**config.mk**
```make
export PLATFORM = sky130hd
export DESIGN_NAME = nks_queue
export DESIGN_NICKNAME = d
export VERILOG_FILES = /design/src/rtl/core/nks_pkg.sv /design/src/rtl/core/nks_queue.sv
export SDC_FILE = /design/constraint.sdc
export NUM_CORES = 1
export LEC_CHECK = 0
export BUFFER_PORTS_ARGS = -buffer_cell sky130_fd_sc_hd__buf_2
export CAP_MARGIN = 25
export CORE_AREA = 2 2 132 146
export CTS_CLUSTER_DIAMETER = 120
export DETAILED_ROUTE_END_ITERATION = 7
export DIE_AREA = 0 0 134 148
export PLACE_DENSITY = 0.78
export SLEW_MARGIN = 0
export SYNTH_ARGS = -nofsm -noshare
export SYNTH_HDL_FRONTEND = slang
export SYNTH_SLANG_ARGS = --single-unit
```
**constraint.sdc**
```tcl
create_clock -name i_clk -period 2.8 [get_ports i_clk]
set_input_delay 0.42 -clock i_clk [delete_from_list [all_inputs] [get_ports i_clk]]
set_output_delay 0.42 -clock i_clk [all_outputs]
set_load 0.02 [all_outputs]
```
**src/rtl/core/nks_pkg.sv**
```systemverilog
// Package for the nearest-K selector: widths, constants, register indexes
// and the packed types that travel between the modules.
// No dependencies.
package nks_pkg;

    // List and emission sizes.
    localparam int KEEP_COUNT  = 16;
    localparam int MAX_EMIT    = 16;
    localparam int EMIT_W      = $clog2(MAX_EMIT);

    // Field widths.
    localparam int POS_W       = 24;
    localparam int MAG_W       = 24;
    localparam int SQ_W        = 2 * MAG_W;
    localparam int DIST_W      = SQ_W + 2;
    localparam int OUT_DIST_W  = 52;
    localparam int IDX_W       = 16;
    localparam int SEL_W       = 5;

    // Queue between the front and back parts.
    localparam int QUEUE_DEPTH = 4;
    localparam int QPTR_W      = $clog2(QUEUE_DEPTH);
    localparam int QCNT_W      = $clog2(QUEUE_DEPTH + 1);

    // Configuration port.
    localparam int APB_DATA_W  = 64;
    localparam int APB_ADDR_W  = 6;

    localparam logic [IDX_W-1:0]      EMPTY_INDEX = '1;
    localparam logic [OUT_DIST_W-1:0] DIST_MAX    = '1;

    // Register indexes (byte address divided by eight).
    localparam logic [2:0] REG_SOURCE_X     = 3'd0;
    localparam logic [2:0] REG_SOURCE_Y     = 3'd1;
    localparam logic [2:0] REG_SOURCE_Z     = 3'd2;
    localparam logic [2:0] REG_MAX_DIST_SQ  = 3'd3;
    localparam logic [2:0] REG_SELECT_COUNT = 3'd4;

    typedef struct packed {
        logic signed [POS_W-1:0] pos_x;
        logic signed [POS_W-1:0] pos_y;
        logic signed [POS_W-1:0] pos_z;
        logic                    batch_end;
    } t_in_item;

    typedef struct packed {
        logic [IDX_W-1:0]      point_index;
        logic                  found;
        logic [OUT_DIST_W-1:0] dist_sq;
        logic                  run_end;
    } t_out_item;

    typedef struct packed {
        logic signed [POS_W-1:0] source_x;
        logic signed [POS_W-1:0] source_y;
        logic signed [POS_W-1:0] source_z;
        logic [OUT_DIST_W-1:0]   max_dist_sq;
        logic [SEL_W-1:0]        select_count;
    } t_cfg;

    // One classified point handed from the front to the back.
    typedef struct packed {
        logic [IDX_W-1:0]  index;
        logic [DIST_W-1:0] sq_dist;
        logic              keep;
        logic              last;
    } t_work;

endpackage

```
**src/rtl/core/nks_queue.sv**
```systemverilog
// Short queue between the front and back parts of the nearest-K selector.
// Depends on nks_pkg.
module nks_queue
    import nks_pkg::*;
(
    input  logic  i_clk,
    input  logic  i_rst_n,
    input  logic  i_push,
    input  t_work i_work,
    input  logic  i_pop,
    output t_work o_work,
    output logic  o_full,
    output logic  o_empty
);

    t_work             r_mem [QUEUE_DEPTH];
    logic [QPTR_W-1:0] r_wr;
    logic [QPTR_W-1:0] r_rd;
    logic [QCNT_W-1:0] r_cnt;

    assign o_full  = (r_cnt == QCNT_W'(QUEUE_DEPTH));
    assign o_empty = (r_cnt == '0);
    assign o_work  = r_mem[r_rd];

    // Pointers and fill count.
    always_ff @(posedge i_clk) begin
        if (!i_rst_n) begin
            r_wr  <= '0;
            r_rd  <= '0;
            r_cnt <= '0;
        end else begin
            if (i_push) r_wr <= (r_wr == QPTR_W'(QUEUE_DEPTH - 1)) ? '0 : r_wr + 1'b1;
            if (i_pop)  r_rd <= (r_rd == QPTR_W'(QUEUE_DEPTH - 1)) ? '0 : r_rd + 1'b1;
            if (i_push && !i_pop) begin
                r_cnt <= r_cnt + 1'b1;
            end else if (i_pop && !i_push) begin
                r_cnt <= r_cnt - 1'b1;
            end
        end
    end

    // Entry storage.
    always_ff @(posedge i_clk) begin
        if (i_push) r_mem[r_wr] <= i_work;
    end

endmodule

```
==> flow_metrics.tcl <==
set metrics [dict create \
    yosys_most_used_dff "sky130_fd_sc_hd__edfxtp_1" \
    io-pin-count 142 \
    dpl-instance-area_sq_um 11400 \
    firstDrtPassIters 6 \
    cts_tree "yes" \
    post-cts-setup-buffers 0 \
    route.vias.total 4699 \
    fmax_mhz 403 \
    ys_warn_count 0 \
    initial_utilization 0.563 \
    synthesis.area_per_instance_sq_um 25.7 \
    end_kind "output port" \
    relative_slew_slack 0.590 \
    nets 645 \
    htreeDepth 1 \
    synth_top_cells_by_count "272 x sky130_fd_sc_hd__edfxtp_1, 68 x sky130_fd_sc_hd__mux4_2, 9 x sky130_fd_sc_hd__dfxtp_1, 6 x sky130_fd_sc_hd__ha_1" \
    async_reset_ff_frac 0 \
    setup_slack_ps 318 \
    min_period_ps 2480 \
    viasPerCell 5.68 \
    grt_util_all_layers 0.190 \
    initial_antenna_violation_count 0 \
    core_area_sq_um 18300 \
    numClockSinks 281 \
    detail_route.iter0.violations 328 \
    cts_root_buf "sky130_fd_sc_hd__clkbuf_16" \
    post-route-drc-count 0 \
    final.setup_skew_ps 5.51 \
    pre_cts_slack_ps 818 \
    cts_made_buffers 27 \
    layout-drive-gt1-share 0.444 \
    cts.clk_slew.worst_paths_ps 60 \
    synth_edf_count 272 \
    antenna_violating_nets_post_route 0 \
    sum_of_routed_wire_length_over_all_layers_mm 18.5 \
    netlist_instances 400 \
    synth.yosys.seq_area_share 0.811 \
    timing.final.setup_violations 0 \
    rsz0062_at_grt "no" \
    fillCellCount 1182 \
    grt_first_pass_wirelength_mm 28.5 \
    dieHeight_microns 148 \
    row_count 52 \
    cp_max_fo 41 \
    grt_start_max_net_pins 42 \
    worst_skew_pair.late_latency_ps 520 \
    fraction_of_post_synthesis_cell_area_in_the_top_cell_type_by_area 0.793 \
    layout.cell_area.non_filler_sq_um 12100 \
    startpoint_type "flip-flop" \
    critical_path_required_ps 2380 \
    max_cap_viol_count 0 \
    first_global_vias 4989 \
    place_congestion 0.710 \
    final.setup.tns_ps 0 \
    powerDensity_nw_per_um2 736 \
    netlist_area_sq_um 10300 \
    synth.ff_latch_count 281 \
    width_of_the_die_microns 134 \
    overflow 0 \
    vdd_ir_drop_max_mv 0.503 \
    route.detailed.wl_per_inst_microns 22.4 \
    hold_buffers 0 \
    netlist_top_cells_area "sky130_fd_sc_hd__edfxtp_1 79%, sky130_fd_sc_hd__mux4_2 15%, sky130_fd_sc_hd__dfxtp_1 1.8%" \
    layout_worst_path_cycle_share 0.887 \
    finalHoldViolations 0 \
    min-delay-path-class "in -> reg" \
    yosys.cell_count.top_type "sky130_fd_sc_hd__edfxtp_1" \
    worst_slew_pin_slew_ps 614 \
    worst_ep_arrival_time_ps 2060 \
    cts.repair.resized 0 \
    ctsLongestPathBuffers 3 \
    synthDistinctLibCells 23 \
    layout.core_utilization 0.663 \
    criticalPathCategory "reg -> out" \
    status "finished, final reports clean" \
    floorplan.die_area_sq_um 19800 \
    power.static_leakage_nw 4.09 \
    layout-area-overhead-vs-synth_pct 17.8 \
    synth.largest_area_cell "sky130_fd_sc_hd__edfxtp_1" \
    hpwlAfterDp_mm 11.6 \
    input_output_buffers 141 \
    slew_viol_final 0 \
    synth_fp_nets 479 \
]
-- routing by layer --
layer / GRT usage / vias to the layer above / part of all wire
met5: 0 / - / 0
met4: 0.0388 / 0 / 0.012
met3: 0.0418 / 23 / 0.079
met2: 0.320 / 192 / 0.51
met1: 0.263 / 2443 / 0.40
li1: - / 2041 / -
-- stage by stage --
step,hold slack [ps],power (mW),std cells
finish,112,8.92,827
global route,96.3,9.25,826
CTS,91.0,9.02,826
detailed placement,537,5.88,780
global placement,484,5.83,780
floorplan,472,5.53,400
-- worst paths after layout --
path	startpoint	end	slack, ps	depth (start not counted)
hold reg to reg	r_cnt[2]	r_cnt[2]	550	2
hold / removal	i_work[45]	r_mem[0][45]	110	1
setup / recovery	flip-flop	o_work[11]	320	3
setup reg to reg	r_wr[0]	r_mem[3][50]	1010	3
-- sequential cells by signal, indices dropped and copies added, names as in the netlist, named ones only --
name	flops
r_wr	2
r_rd	2
r_mem	272
r_cnt	3
-- final cells by class --
cell class,count,area (sq um),share of cell area
Timing Repair Buffer,153,883,0.0729
Clock buffer,38,717,0.0591
Inverter,4,15.0,0.00124
Tap cell,243,304,0.0251
Antenna cell,1,2.50,0.000206
Multi-Input combinational cell,99,1800,0.149
Clock inverter,8,42.5,0.00351
Sequential cell,281,8360,0.689
-- cell families after synthesis --
| logic type | count (synthesis) | share of synthesized area |
|---|---|---|
| buffers and inverters | 20 | 0.0147 |
| adders and majority gates | 7 | 0.00924 |
| AOI/OAI and AO/OA | 3 | 0.00194 |
| DFF | 281 | 0.811 |
| muxes | 72 | 0.153 |
| and+or+nand+nor | 15 | 0.00875 |
| xor gates and xnor gates | 2 | 0.00170 |
-- where the power goes --
part / switching, mW / total, mW / internal (mW)
clock network: 1.37 / 3.14 / 1.77
registers: 0.0715 / 4.89 / 4.82
logic: 0.517 / 0.888 / 0.372
-- cells in the final DEF, fill, tap and decap left out --
cell type,netlist,routed
sky130_fd_sc_hd__o21ai_0,1,1
sky130_fd_sc_hd__mux2i_1,4,4
sky130_fd_sc_hd__ha_1,6,6
sky130_fd_sc_hd__dfxtp_4,0,2
sky130_fd_sc_hd__and2_1,5,1
sky130_fd_sc_hd__inv_1,4,4
sky130_fd_sc_hd__xnor2_1,1,1
sky130_fd_sc_hd__and2_4,0,4
sky130_fd_sc_hd__nor2b_1,5,5
sky130_fd_sc_hd__inv_6,0,1
sky130_fd_sc_hd__nor3_1,2,2
sky130_fd_sc_hd__clkinv_1,0,3
sky130_fd_sc_hd__buf_12,3,7
sky130_fd_sc_hd__fa_1,1,1
sky130_fd_sc_hd__dfxtp_1,9,7
sky130_fd_sc_hd__a21boi_0,1,1
sky130_fd_sc_hd__clkbuf_16,0,27
sky130_fd_sc_hd__o21a_1,1,1
sky130_fd_sc_hd__nor2_1,1,1
sky130_fd_sc_hd__buf_4,4,5
sky130_fd_sc_hd__clkinv_2,0,3
sky130_fd_sc_hd__nor3b_1,1,1
sky130_fd_sc_hd__mux4_2,68,68
sky130_fd_sc_hd__clkinvlp_4,0,1
sky130_fd_sc_hd__diode_2,0,1
sky130_fd_sc_hd__buf_2,4,141
sky130_fd_sc_hd__clkbuf_1,4,11
sky130_fd_sc_hd__or3_1,1,1
sky130_fd_sc_hd__xor2_1,1,1
sky130_fd_sc_hd__edfxtp_1,272,272
-- worst max-delay path, cell delays in order, from the launching register on --
cell	delay, ps
sky130_fd_sc_hd__dfxtp_4	630
sky130_fd_sc_hd__buf_12	310
sky130_fd_sc_hd__mux4_2	390
sky130_fd_sc_hd__buf_2	190
Power figures use the tool's default switching activity.
