--- src/rtl/core/nks_pkg.sv ---
// Package for the nearest-K selector: widths, constants, register indexes
// and the packed types that travel between the modules.
// No dependencies.
package nks_pkg;

    // List and emission sizes.
    localparam int KEEP_COUNT  = 16;
    localparam int MAX_EMIT    = 16;
    localparam int EMIT_W      = $clog2(MAX_EMIT);

    // Field widths.
    localparam int POS_W       = 24;
    localparam int MAG_W       = 24;
    localparam int SQ_W        = 2 * MAG_W;
    localparam int DIST_W      = SQ_W + 2;
    localparam int OUT_DIST_W  = 52;
    localparam int IDX_W       = 16;
    localparam int SEL_W       = 5;

    // Queue between the front and back parts.
    localparam int QUEUE_DEPTH = 4;
    localparam int QPTR_W      = $clog2(QUEUE_DEPTH);
    localparam int QCNT_W      = $clog2(QUEUE_DEPTH + 1);

    // Configuration port.
    localparam int APB_DATA_W  = 64;
    localparam int APB_ADDR_W  = 6;

    localparam logic [IDX_W-1:0]      EMPTY_INDEX = '1;
    localparam logic [OUT_DIST_W-1:0] DIST_MAX    = '1;

    // Register indexes (byte address divided by eight).
    localparam logic [2:0] REG_SOURCE_X     = 3'd0;
    localparam logic [2:0] REG_SOURCE_Y     = 3'd1;
    localparam logic [2:0] REG_SOURCE_Z     = 3'd2;
    localparam logic [2:0] REG_MAX_DIST_SQ  = 3'd3;
    localparam logic [2:0] REG_SELECT_COUNT = 3'd4;

    typedef struct packed {
        logic signed [POS_W-1:0] pos_x;
        logic signed [POS_W-1:0] pos_y;
        logic signed [POS_W-1:0] pos_z;
        logic                    batch_end;
    } t_in_item;

    typedef struct packed {
        logic [IDX_W-1:0]      point_index;
        logic                  found;
        logic [OUT_DIST_W-1:0] dist_sq;
        logic                  run_end;
    } t_out_item;

    typedef struct packed {
        logic signed [POS_W-1:0] source_x;
        logic signed [POS_W-1:0] source_y;
        logic signed [POS_W-1:0] source_z;
        logic [OUT_DIST_W-1:0]   max_dist_sq;
        logic [SEL_W-1:0]        select_count;
    } t_cfg;

    // One classified point handed from the front to the back.
    typedef struct packed {
        logic [IDX_W-1:0]  index;
        logic [DIST_W-1:0] sq_dist;
        logic              keep;
        logic              last;
    } t_work;

endpackage

--- src/rtl/core/nks_front.sv ---
// Front part of the nearest-K selector: accepts points, numbers them and
// computes the squared distance in four stages. Depends on nks_pkg.
module nks_front
    import nks_pkg::*;
(
    input  logic     i_clk,
    input  logic     i_rst_n,
    input  t_cfg     i_cfg,
    input  logic     i_valid,
    output logic     o_ready,
    input  t_in_item i_item,
    output logic     o_push,
    output t_work    o_work,
    input  logic     i_full
);

    // Magnitude of the difference of two Q12.12 coordinates.
    function automatic logic [MAG_W-1:0] abs_diff(input logic [POS_W-1:0] a,
                                                  input logic [POS_W-1:0] b);
        logic [POS_W:0] d;
        logic [POS_W:0] m;
        d = {a[POS_W-1], a} - {b[POS_W-1], b};
        m = d[POS_W] ? (~d + 1'b1) : d;
        return m[MAG_W-1:0];
    endfunction

    logic              r_v1, r_v2, r_v3, r_v4;
    logic              en1, en2, en3, en4;
    logic              accept;
    logic [IDX_W-1:0]  r_count;

    logic [MAG_W-1:0]  r1_mag_x, r1_mag_y, r1_mag_z;
    logic [IDX_W-1:0]  r1_idx, r2_idx, r3_idx;
    logic              r1_ok, r2_ok, r3_ok;
    logic              r1_last, r2_last, r3_last;
    logic [SQ_W-1:0]   r2_sq_x, r2_sq_y, r2_sq_z;
    logic [DIST_W-1:0] r3_dist;
    t_work             r4_work;

    // Stage enables: a stage loads when it is empty or its content moves on.
    assign en4     = !r_v4 || !i_full;
    assign en3     = !r_v3 || en4;
    assign en2     = !r_v2 || en3;
    assign en1     = !r_v1 || en2;
    assign o_ready = en1;
    assign accept  = i_valid && en1;
    assign o_push  = r_v4 && !i_full;
    assign o_work  = r4_work;

    // Stage valid bits and the arrival counter.
    always_ff @(posedge i_clk) begin
        if (!i_rst_n) begin
            r_v1    <= 1'b0;
            r_v2    <= 1'b0;
            r_v3    <= 1'b0;
            r_v4    <= 1'b0;
            r_count <= '0;
        end else begin
            if (en1) r_v1 <= i_valid;
            if (en2) r_v2 <= r_v1;
            if (en3) r_v3 <= r_v2;
            if (en4) r_v4 <= r_v3;
            if (accept) begin
                if (i_item.batch_end) begin
                    r_count <= '0;
                end else if (r_count != EMPTY_INDEX) begin
                    r_count <= r_count + 1'b1;
                end
            end
        end
    end

    // Datapath: differences, squares, sum, limit compare.
    always_ff @(posedge i_clk) begin
        if (en1) begin
            r1_mag_x <= abs_diff(i_item.pos_x, i_cfg.source_x);
            r1_mag_y <= abs_diff(i_item.pos_y, i_cfg.source_y);
            r1_mag_z <= abs_diff(i_item.pos_z, i_cfg.source_z);
            r1_idx   <= r_count;
            r1_ok    <= (r_count != EMPTY_INDEX);
            r1_last  <= i_item.batch_end;
        end
        if (en2) begin
            r2_sq_x <= r1_mag_x * r1_mag_x;
            r2_sq_y <= r1_mag_y * r1_mag_y;
            r2_sq_z <= r1_mag_z * r1_mag_z;
            r2_idx  <= r1_idx;
            r2_ok   <= r1_ok;
            r2_last <= r1_last;
        end
        if (en3) begin
            r3_dist <= DIST_W'(r2_sq_x) + DIST_W'(r2_sq_y) + DIST_W'(r2_sq_z);
            r3_idx  <= r2_idx;
            r3_ok   <= r2_ok;
            r3_last <= r2_last;
        end
        if (en4) begin
            r4_work.index   <= r3_idx;
            r4_work.sq_dist <= r3_dist;
            r4_work.keep    <= r3_ok && (OUT_DIST_W'(r3_dist) <= i_cfg.max_dist_sq);
            r4_work.last    <= r3_last;
        end
    end

endmodule

--- config.mk ---
export PLATFORM = sky130hd
export DESIGN_NAME = nks_front
export DESIGN_NICKNAME = d
export VERILOG_FILES = /design/src/rtl/core/nks_pkg.sv /design/src/rtl/core/nks_front.sv
export SDC_FILE = /design/constraint.sdc
export NUM_CORES = 2
export LEC_CHECK = 0
export ABC_AREA = 1
export BUFFER_PORTS_ARGS = -buffer_cell sky130_fd_sc_hd__buf_2
export CAP_MARGIN = 20
export CORE_UTILIZATION = 55
export DETAILED_ROUTE_END_ITERATION = 16
export HOLD_SLACK_MARGIN = 0.02
export PLACE_DENSITY_LB_ADDON = 0.15
export SKIP_CTS_REPAIR_TIMING = 1
export SYNTH_ARGS = -nofsm -noshare
export SYNTH_HDL_FRONTEND = slang
export SYNTH_SLANG_ARGS = --single-unit
--- constraint.sdc ---
create_clock -name i_clk -period 15.5 [get_ports i_clk]
set_clock_uncertainty 0.1 [all_clocks]
set_input_delay 0 -clock i_clk [delete_from_list [all_inputs] [get_ports i_clk]]
set_output_delay 0 -clock i_clk [all_outputs]
set_load 0.05 [all_outputs]
==> out/metrics.cfg <==
[setup_path]
worst-endpoint-required_ps = 15820
startpoint_to_endpoint_class_of_the_critical_path = register to register
critPathCaptureType = register
timing.critical_path.from_type = register
critical_path_peak_fanout = 24
critPathArrivalTime_ps = 7850

[synth]
synth.cell_area_um2 = 75900
async_reset_ff_frac = 0
synth-edff-count = 385
syn_area_per_cell_um2 = 8.29
xor_xnor_share_of_the_synthesized_area = 0.0293
yosys.area.top_type_share = 0.348
post_synth_inst_count = 9157
ys_seq_area_frac = 0.158
synthMuxAreaShare = 0
synthDominantAreaCellType = fa_1
synth.cells.most_frequent = 2,775 x inv_1, 1,978 x nand2_1, 1,319 x fa_1
synth-compound-area-share = 0.0474
synth.yosys.warnings = 0
synthesized_area_fraction_occupied_by_adder_cells = 0.464
ys_dominant_reg_cell = edfxtp_1
synth_top_family_by_area = adder cells
top_post_synthesis_cells_by_area = fa_1 35%, edfxtp_1 15%, inv_1 14%
post-synth-top-count-cell = inv_1
basic_gate_share_of_the_synthesized_area_counting_and_or_nand_and_nor_cells = 0.156
synth.distinct_cells = 54
ys_ff_latch = 405

[cts]
cts_num_sinks = 405
cts_made_buffers = 49
clk_root_buffer_cell = clkbuf_16
tritoncts_clock_tree = done
worst_setup_hold_path_clk_slew_ps = 60
cts_htree_levels = 2
clock_insertion_delay_worst_skew_ps = 670
cts_max_path_buffers = 3

[status]
status = complete, but fails checks
failed_checks = hold timing

[sta]
setup_violations = 0
grt_setup_unrepaired = no
final-hold-violation-count = 7
maxSlewHeadroom = 0.219
finalCriticalPeriod_ps = 7530
tns_ps = 0
whs_ps = -45.4
worstMarginPinSlew_ps = 1170
timing.final.crit_share = 0.486
max_clock_freq_mhz = 133
finalMaxSlewViolations = 0

[die]
die_area_um2 = 139000
die_height_um = 373
boundaryPins = 276
floorplan.initialDensity = 0.557
die_x_um = 373
core-area_um2 = 136000
rows = 135

[cells_and_area]
fin_util = 0.599
drive_gt1_frac = 0.0549
nets = 11700
synthToLayoutAreaGrowth_pct = 7.43
diodes = 0
post-route-cell-area_um2 = 81500

[grt]
number_of_global_route_vias_before_repair = 60200
grt-ovfl-total = 0
wire_length_of_the_first_global_routing_pass_um = 302000
grt_start_max_net_pins = 81
grt_antenna_before_repair = 1
grtUsageTotal = 0.267

[run]
max-cap-violations = 0

[detailed_routing]
avgViaCountPerCell = 5.07
drc = 0
detail_route.iter0.violations = 3377
detail_route.wl_per_cell_um = 16.1
antenna_violating_nets_post_route = 0
detailroute.via_count = 57000
totalWireLength_um = 181000
drt-pass1-iter-count = 6

[placement]
dpl_cell_area_um2 = 79400
port_buffers = 270
hpwlAfterDp_um = 153000
place.gp.congestion = 0.935

[min_path]
min-delay-path-class = input pin to register

## through the flow
step | std cells | setup WS (ps)
2_1_floorplan | 9159 | 6990
6_report | 11200 | 7970
3_3_place_gp | 11100 | 7890
4_1_cts | 11200 | 7820
3_5_place_dp | 11100 | 7830
5_1_grt | 11200 | 7570
## flip-flops by register name, indices dropped and copies added, names as in the netlist, 16 cells and up
| name | count |
|---|---|
| r2_idx | 16 |
| r2_sq_z | 47 |
| r1_mag_z | 24 |
| r1_mag_y | 24 |
| r1_mag_x | 24 |
| o_work | 68 |
| r2_sq_x | 47 |
| r_count | 16 |
| r3_idx | 16 |
| r2_sq_y | 47 |
| r3_dist | 50 |
| r1_idx | 16 |
## cells in the final DEF, fill, tap and decap left out, drive strengths merged, types with 177 or more instances in the layout
cell	synthesis	layout
o21ai	177	177
a21oi	295	295
nor2	463	463
edfxtp	385	385
fa	1319	1319
buf	6	345
inv	2782	2788
nand2	2018	2018
ha	702	702
nand3	245	245
xor2	177	177
## area by class of cell
| type | instances | area [µm²] |
|---|---|---|
| Clock buffer | 61 | 1300 |
| Clock inverter | 31 | 394 |
| Fill cell | 12300 | 54600 |
| Inverter | 2785 | 10500 |
| Multi-Input combinational cell | 5815 | 52900 |
| Sequential cell | 405 | 12000 |
| Tap cell | 1781 | 2230 |
| Timing Repair Buffer | 370 | 2310 |
## worst paths after layout
path         slack (ps)         from  cells past startpoint            to
max                7970  r1_mag_y[4]                     23   r2_sq_y[34]
min                 -50   i_cfg[103]                      7  r1_mag_y[22]
max reg2reg        7970  r1_mag_y[4]                     23   r2_sq_y[34]
min reg2reg         300    r1_idx[1]                      0     r2_idx[1]
## critical path, cell delays in order (launching register included)
cell	delay, ps
edfxtp_1	1100
nand2_1	280
fa_1	570
inv_1	50
fa_1	470
fa_1	560
inv_1	50
fa_1	520
inv_1	60
fa_1	490
fa_1	490
inv_1	50
fa_1	470
inv_1	40
ha_1	360
nand2_1	110
nor2_1	200
inv_1	80
nor2_1	100
inv_1	50
nor4_1	380
a21oi_1	190
o21bai_1	180
xor2_1	290
## routing by layer
layer / track usage / vias to the layer above / wire [µm]
met5: 0 / - / 0
met4: 0.0521 / 0 / 3150
met3: 0.0229 / 204 / 9210
met2: 0.454 / 1493 / 86200
met1: 0.377 / 27700 / 82000
li1: - / 27600 / -
## cells by family (layout without fill, tap and decap cells)
logic type / Yosys count / in the layout
DFF: 405 / 405
AOI/OAI and AO/OA: 635 / 635
adders and majority gates: 2021 / 2021
buffers and inverters: 2939 / 3247
and+or+nand+nor: 2902 / 2902
other: 1 / 3
xor gates and xnor gates: 254 / 254
Power is not shown: default switching activity piles up to over one toggle a cycle in this logic, so the estimate is an artifact.
