## src/rtl/core/nks_pkg.sv

```systemverilog
// Package for the nearest-K selector: widths, constants, register indexes
// and the packed types that travel between the modules.
// No dependencies.
package nks_pkg;

    // List and emission sizes.
    localparam int KEEP_COUNT  = 16;
    localparam int MAX_EMIT    = 16;
    localparam int EMIT_W      = $clog2(MAX_EMIT);

    // Field widths.
    localparam int POS_W       = 24;
    localparam int MAG_W       = 24;
    localparam int SQ_W        = 2 * MAG_W;
    localparam int DIST_W      = SQ_W + 2;
    localparam int OUT_DIST_W  = 52;
    localparam int IDX_W       = 16;
    localparam int SEL_W       = 5;

    // Queue between the front and back parts.
    localparam int QUEUE_DEPTH = 4;
    localparam int QPTR_W      = $clog2(QUEUE_DEPTH);
    localparam int QCNT_W      = $clog2(QUEUE_DEPTH + 1);

    // Configuration port.
    localparam int APB_DATA_W  = 64;
    localparam int APB_ADDR_W  = 6;

    localparam logic [IDX_W-1:0]      EMPTY_INDEX = '1;
    localparam logic [OUT_DIST_W-1:0] DIST_MAX    = '1;

    // Register indexes (byte address divided by eight).
    localparam logic [2:0] REG_SOURCE_X     = 3'd0;
    localparam logic [2:0] REG_SOURCE_Y     = 3'd1;
    localparam logic [2:0] REG_SOURCE_Z     = 3'd2;
    localparam logic [2:0] REG_MAX_DIST_SQ  = 3'd3;
    localparam logic [2:0] REG_SELECT_COUNT = 3'd4;

    typedef struct packed {
        logic signed [POS_W-1:0] pos_x;
        logic signed [POS_W-1:0] pos_y;
        logic signed [POS_W-1:0] pos_z;
        logic                    batch_end;
    } t_in_item;

    typedef struct packed {
        logic [IDX_W-1:0]      point_index;
        logic                  found;
        logic [OUT_DIST_W-1:0] dist_sq;
        logic                  run_end;
    } t_out_item;

    typedef struct packed {
        logic signed [POS_W-1:0] source_x;
        logic signed [POS_W-1:0] source_y;
        logic signed [POS_W-1:0] source_z;
        logic [OUT_DIST_W-1:0]   max_dist_sq;
        logic [SEL_W-1:0]        select_count;
    } t_cfg;

    // One classified point handed from the front to the back.
    typedef struct packed {
        logic [IDX_W-1:0]  index;
        logic [DIST_W-1:0] sq_dist;
        logic              keep;
        logic              last;
    } t_work;

endpackage

```

## src/rtl/core/nks_back.sv

```systemverilog
// Back part of the nearest-K selector: keeps the sorted list of the closest
// points and emits the selected slots at batch end. Depends on nks_pkg.
module nks_back
    import nks_pkg::*;
(
    input  logic             i_clk,
    input  logic             i_rst_n,
    input  logic [SEL_W-1:0] i_select_count,
    input  logic             i_empty,
    input  t_work            i_work,
    output logic             o_pop,
    output logic             o_valid,
    input  logic             i_ready,
    output t_out_item        o_item
);

    typedef enum logic {
        S_RUN,
        S_EMIT
    } t_state;

    t_state             r_state;
    logic [EMIT_W-1:0]  r_k;
    logic [EMIT_W-1:0]  r_last_k;
    logic               r_out_valid;
    t_out_item          r_out;

    logic [KEEP_COUNT-1:0] r_used;
    logic [IDX_W-1:0]      r_idx  [KEEP_COUNT];
    logic [DIST_W-1:0]     r_dist [KEEP_COUNT];

    logic [KEEP_COUNT-1:0] ge;
    logic [KEEP_COUNT-1:0] ge_prev;
    logic [IDX_W-1:0]      up_idx  [KEEP_COUNT];
    logic [DIST_W-1:0]     up_dist [KEEP_COUNT];
    logic                  insert;
    logic                  load;
    logic                  clear;
    logic                  sel_hit;
    logic [IDX_W-1:0]      sel_idx;
    logic [DIST_W-1:0]     sel_dist;
    logic [EMIT_W-1:0]     n_last_k;

    assign o_pop   = (r_state == S_RUN) && !i_empty;
    assign insert  = o_pop && i_work.keep;
    assign load    = (r_state == S_EMIT) && (!r_out_valid || i_ready);
    assign clear   = load && (r_k == r_last_k);
    assign o_valid = r_out_valid;
    assign o_item  = r_out;

    // Slot compare: a slot at or after the insertion point is free or not closer.
    // The list is sorted and filled from the front, so ge is a run of ones at the top.
    always_comb begin
        for (int i = 0; i < KEEP_COUNT; i++) begin
            ge[i] = !r_used[i] || (r_dist[i] >= i_work.sq_dist);
        end
        ge_prev    = ge << 1;
        up_idx[0]  = r_idx[0];
        up_dist[0] = r_dist[0];
        for (int i = 1; i < KEEP_COUNT; i++) begin
            up_idx[i]  = r_idx[i - 1];
            up_dist[i] = r_dist[i - 1];
        end
    end

    // Slot read for emission.
    always_comb begin
        sel_hit  = 1'b0;
        sel_idx  = EMPTY_INDEX;
        sel_dist = '0;
        for (int i = 0; i < KEEP_COUNT; i++) begin
            if (i == int'(r_k)) begin
                sel_hit  = r_used[i];
                sel_idx  = r_idx[i];
                sel_dist = r_dist[i];
            end
        end
    end

    // Number of results for this batch, less one, with select_count clamped.
    always_comb begin
        if (i_select_count == '0) begin
            n_last_k = '0;
        end else if (i_select_count >= SEL_W'(MAX_EMIT)) begin
            n_last_k = EMIT_W'(MAX_EMIT - 1);
        end else begin
            n_last_k = EMIT_W'(i_select_count - 1'b1);
        end
    end

    // Slot valid bits: an insertion adds one used slot at the front of the
    // free run, cleared after the last result.
    always_ff @(posedge i_clk) begin
        if (!i_rst_n) begin
            r_used <= '0;
        end else if (clear) begin
            r_used <= '0;
        end else if (insert) begin
            r_used <= {r_used[KEEP_COUNT-2:0], 1'b1};
        end
    end

    // Slot contents: shift down behind the insertion point.
    always_ff @(posedge i_clk) begin
        if (insert) begin
            for (int i = 0; i < KEEP_COUNT; i++) begin
                if (ge[i]) begin
                    r_idx[i]  <= ge_prev[i] ? up_idx[i]  : i_work.index;
                    r_dist[i] <= ge_prev[i] ? up_dist[i] : i_work.sq_dist;
                end
            end
        end
    end

    // Control state and the output register.
    always_ff @(posedge i_clk) begin
        if (!i_rst_n) begin
            r_state     <= S_RUN;
            r_k         <= '0;
            r_last_k    <= '0;
            r_out_valid <= 1'b0;
        end else begin
            case (r_state)
                S_RUN: begin
                    if (o_valid && i_ready) r_out_valid <= 1'b0;
                    if (o_pop && i_work.last) begin
                        r_state  <= S_EMIT;
                        r_k      <= '0;
                        r_last_k <= n_last_k;
                    end
                end
                S_EMIT: begin
                    if (load) begin
                        r_out_valid       <= 1'b1;
                        r_out.point_index <= sel_hit ? sel_idx : EMPTY_INDEX;
                        r_out.found       <= sel_hit;
                        r_out.dist_sq     <= sel_hit ? OUT_DIST_W'(sel_dist) : DIST_MAX;
                        r_out.run_end     <= (r_k == r_last_k);
                        if (r_k == r_last_k) begin
                            r_state <= S_RUN;
                        end else begin
                            r_k <= r_k + 1'b1;
                        end
                    end
                end
                default: begin
                    r_state <= S_RUN;
                end
            endcase
        end
    end

    // The list is filled from the front: no used slot follows a free one.
    a_used_prefix: assert property (@(posedge i_clk) disable iff (!i_rst_n)
        (ge_prev == (ge << 1)) |-> ((r_used & ~(r_used << 1) & ~KEEP_COUNT'(1)) == '0))
        else $error("slot list has a hole");

    // No point is taken from the queue while results are being emitted.
    a_no_pop_emit: assert property (@(posedge i_clk) disable iff (!i_rst_n)
        (r_state == S_EMIT) |-> !o_pop)
        else $error("queue popped during emission");

    // After the last result is loaded the list is empty and work resumes.
    a_clear_after_run: assert property (@(posedge i_clk) disable iff (!i_rst_n)
        clear |=> (r_used == '0 && r_state == S_RUN && r_out.run_end))
        else $error("list not cleared after batch");

endmodule

```

## config.mk

```make
export PLATFORM = sky130hd
export DESIGN_NAME = nks_back
export DESIGN_NICKNAME = d
export VERILOG_FILES = /design/src/rtl/core/nks_pkg.sv /design/src/rtl/core/nks_back.sv
export SDC_FILE = /design/constraint.sdc
export NUM_CORES = 2
export LEC_CHECK = 0
export BUFFER_PORTS_ARGS = -buffer_cell sky130_fd_sc_hd__buf_2
export CORE_UTILIZATION = 37
export DETAILED_ROUTE_END_ITERATION = 16
export GPL_TIMING_DRIVEN = 0
export HOLD_SLACK_MARGIN = 0.08
export SYNTH_ARGS = -nofsm -noshare
export SYNTH_HDL_FRONTEND = slang
export SYNTH_SLANG_ARGS = --single-unit
```

## constraint.sdc

```tcl
create_clock -name i_clk -period 8.4 [get_ports i_clk]
set_clock_uncertainty 0.15 [all_clocks]
set_input_delay 0.84 -clock i_clk [delete_from_list [all_inputs] [get_ports i_clk]]
set_output_delay 0.84 -clock i_clk [all_outputs]
set_load 0.03 [all_outputs]
```

==> impl_metrics.env <==
export IMPL_grt_usage=0.317
export IMPL_cts_tree="yes"
export IMPL_synthArstFlopShare=0
export IMPL_syn2layout_area_growth_pct=13.4
export IMPL_grt_max_degree=46
export IMPL_grt_overflow=0
export IMPL_p_leak_nw=30.3
export IMPL_portBuffers=148
export IMPL_syn_inst=5957
export IMPL_die_w_microns=445
export IMPL_rsz0062_at_grt="false"
export IMPL_via_per_inst=6.54
export IMPL_power_density_mw_per_mm2=179
export IMPL_clockRootBuffer="clkbuf_16"
export IMPL_yosysWarnings=0
export IMPL_path_common_cell="buf_2"
export IMPL_relSlewSlack=-0.109
export IMPL_cts_clk_slew_worst_paths_ps=60
export IMPL_crit_fanout=20
export IMPL_htree_levels=4
export IMPL_routedWlPerCell_microns=35.8
export IMPL_cap_violations=14
export IMPL_final_antenna_net_count=0
export IMPL_drive_gt1_frac=0.237
export IMPL_synth_most_common_cell="edfxtp_1"
export IMPL_avgSynthCellArea_sq_um=12.2
export IMPL_synth_nets=6840
export IMPL_max_stage_delay_ps=1240
export IMPL_rrSetupSlack_ps=520
export IMPL_startpoint_type="primary input"
export IMPL_cts_buffers=141
export IMPL_drt_pass1_iter_count=8
export IMPL_crit_slowest_cell="a2111oi_1"
export IMPL_synth_commonest_cells="1125 x edfxtp_1, 963 x mux2_2, 806 x ha_1"
export IMPL_synth_seq_area_share=0.472
export IMPL_slew_violations=91
export IMPL_core_sq_mm=0.195
export IMPL_seq_area_sq_mm=0.0343
export IMPL_fin_util=0.423
export IMPL_peakVddDrop_uv=180
export IMPL_endpoint_kind="flop"
export IMPL_yosys_cell_types_count=78
export IMPL_fmax_mhz=114
export IMPL_crit_chain="buf_2 > clkbuf_1 > inv_1 > ha_1 > nand4_1 > nor4_1 > nand4_1 > a2111oi_1 > nor3_1 > a41oi_1 > nor4b_2 > buf_2 > buf_2 > nor2_4 > buf_12 > buf_12"
export IMPL_start_util=0.373
export IMPL_hold_violations=0
export IMPL_yosys_area_top_type="edfxtp_1"
export IMPL_wl_microns=324000
export IMPL_nets=7182
export IMPL_rows=162
export IMPL_ctsLongestPathBuffers=3
export IMPL_hpwl_microns=241000
export IMPL_drc=0
export IMPL_multi_input_area_sq_mm=0.0367
export IMPL_status="complete, but fails checks"
export IMPL_die_area_sq_mm=0.198
export IMPL_worst_slew_pin_transition_ps=1660
export IMPL_netlist_area_leader_share=0.465
export IMPL_violations="max-capacitance violations, max-slew violations, negative setup slack"
export IMPL_ios=149
export IMPL_cts_sinks=1151
export IMPL_fin_crit_ps=8790
export IMPL_syn_area_sq_mm=0.0727
export IMPL_gp_congestion=0.994
export IMPL_vias=59107
export IMPL_grt_pass1_vias=56358
export IMPL_fillers=18378
export IMPL_totalNegativeSetupSlack_ps=-20800
export IMPL_insertion_delay_ps=850
export IMPL_grt_pass1_wl_microns=440000
export IMPL_ys_top_cells_by_area="edfxtp_1 46%, mux2_2 15%, ha_1 14%, o21ai_0 2.5%, a21o_1 1.9%"
export IMPL_detail_route_iter0_violations=8993
export IMPL_setup_ws_ps=-394
export IMPL_antenna_found_initial=36
export IMPL_critPathKind="in2reg"
export IMPL_synth_edf_count=1125
export IMPL_fin_crit_sh=1.05
export IMPL_finalSetupViolCount=119
export IMPL_dieHeight_microns=445
export IMPL_yosys_most_used_dff="edfxtp_1"
export IMPL_hold_class="in2reg"
export IMPL_arrival_ps=9160
export IMPL_crit_required_ps=8770
export IMPL_ys_ff_latch=1151
-- stage by stage --
step                worst slack (ps)  hold WS [ps]  power, mW  cell area [sq um]  std cells
detailed placement              -904           312       8.69              77900       8777
global route                    3.02           145       15.1              82400       9034
CTS                             18.0           103       14.7              82400       9027
global placement               -6700           304       8.62              76700       8729
finish                          -394           145       14.8              82500       9043
floorplan                       1410           295       7.87              72700       5957
-- registers in the layout (all words and copies together), names as in the netlist --
register	cells
r_dist	800
r_idx	256
o_item	69
r_used	16
r_k	4
r_last_k	4
o_valid	1
r_state	1
-- what timing repair did --
action	CTS	global route
endpoints found under the setup margin	29	53
hold endpoints to repair	0	0
gates resized for setup	1	1
pin swaps	0	1
setup buffers	0	2
hold buffers	0	0
-- critical path: cells and delay by family --
family | cells | cell delay [ps]
adders and majority gates | 1 | 520
AOI/OAI and AO/OA | 2 | 1950
buffers and inverters | 7 | 2810
and+or+nand+nor | 6 | 2940
-- worst paths after layout --
check | depth (start not counted) | to | start
setup / recovery | 16 | r_dist[0][167] | i_work[36]
setup reg to reg | 11 | o_item[49] | r_k[0]
hold reg to reg | 2 | r_used[1] | r_used[0]
hold / removal | 1 | r_idx[0][6] | i_work[58]
-- metal layers --
| layer | track usage | part of all wire | vias up |
|---|---|---|---|
| li1 | - | - | 24430 |
| met5 | 0 | 0.00074 | - |
| met3 | 0.0960 | 0.12 | 995 |
| met1 | 0.398 | 0.38 | 29552 |
| met4 | 0.184 | 0.068 | 36 |
| met2 | 0.480 | 0.43 | 4094 |
-- where the power goes --
part | internal [mW] | leakage, nW | switching [mW]
Clock | 3.39 | 2.14 | 2.76
Combinational | 0.663 | 17.6 | 1.18
Sequential | 6.60 | 10.6 | 0.207
-- cell usage in the layout (no fill, tap or decap), types with 15 or more instances in the layout --
cell,netlist,layout
nand4_1,157,157
a21oi_1,272,271
inv_1,103,103
buf_1,30,30
dfxtp_1,26,26
clkinv_1,1,28
a211oi_1,36,36
nand3_1,53,53
nand2b_1,15,15
ha_1,806,806
mux2_2,963,963
nor2_1,231,221
o211ai_1,61,61
nor2b_1,54,54
clkbuf_1,247,274
o31a_1,27,27
o21bai_1,19,19
a2111oi_0,53,52
mux2_4,29,29
a221oi_1,68,68
buf_16,0,23
a221o_1,89,89
o221ai_1,24,24
buf_2,72,220
edfxtp_1,1125,1125
nand2_1,310,310
and3_1,43,42
a21o_1,187,187
nor3_1,61,59
clkbuf_16,0,141
o21ai_0,359,358
o22ai_1,172,172
a22oi_1,56,56
buf_12,0,20
-- cell type report --
class,count,area share
Multi-Input combinational cell,4340,0.445
Clock inverter,68,0.00871
Inverter,104,0.00473
Buffer,362,0.0185
Sequential cell,1151,0.416
Clock buffer,182,0.0449
Timing Repair Buffer,199,0.0224
Tap cell,2624,0.0398
Antenna cell,13,0.000395
-- cell families after synthesis --
family | after synthesis | synth area share
xor gates and xnor gates | 8 | 0.000964
DFF | 1151 | 0.472
and+or+nand+nor | 1018 | 0.0683
AOI/OAI and AO/OA | 1516 | 0.139
muxes | 992 | 0.155
buffers and inverters | 466 | 0.0262
adders and majority gates | 806 | 0.139
No activity file was read; power rests on OpenSTA's default activity.
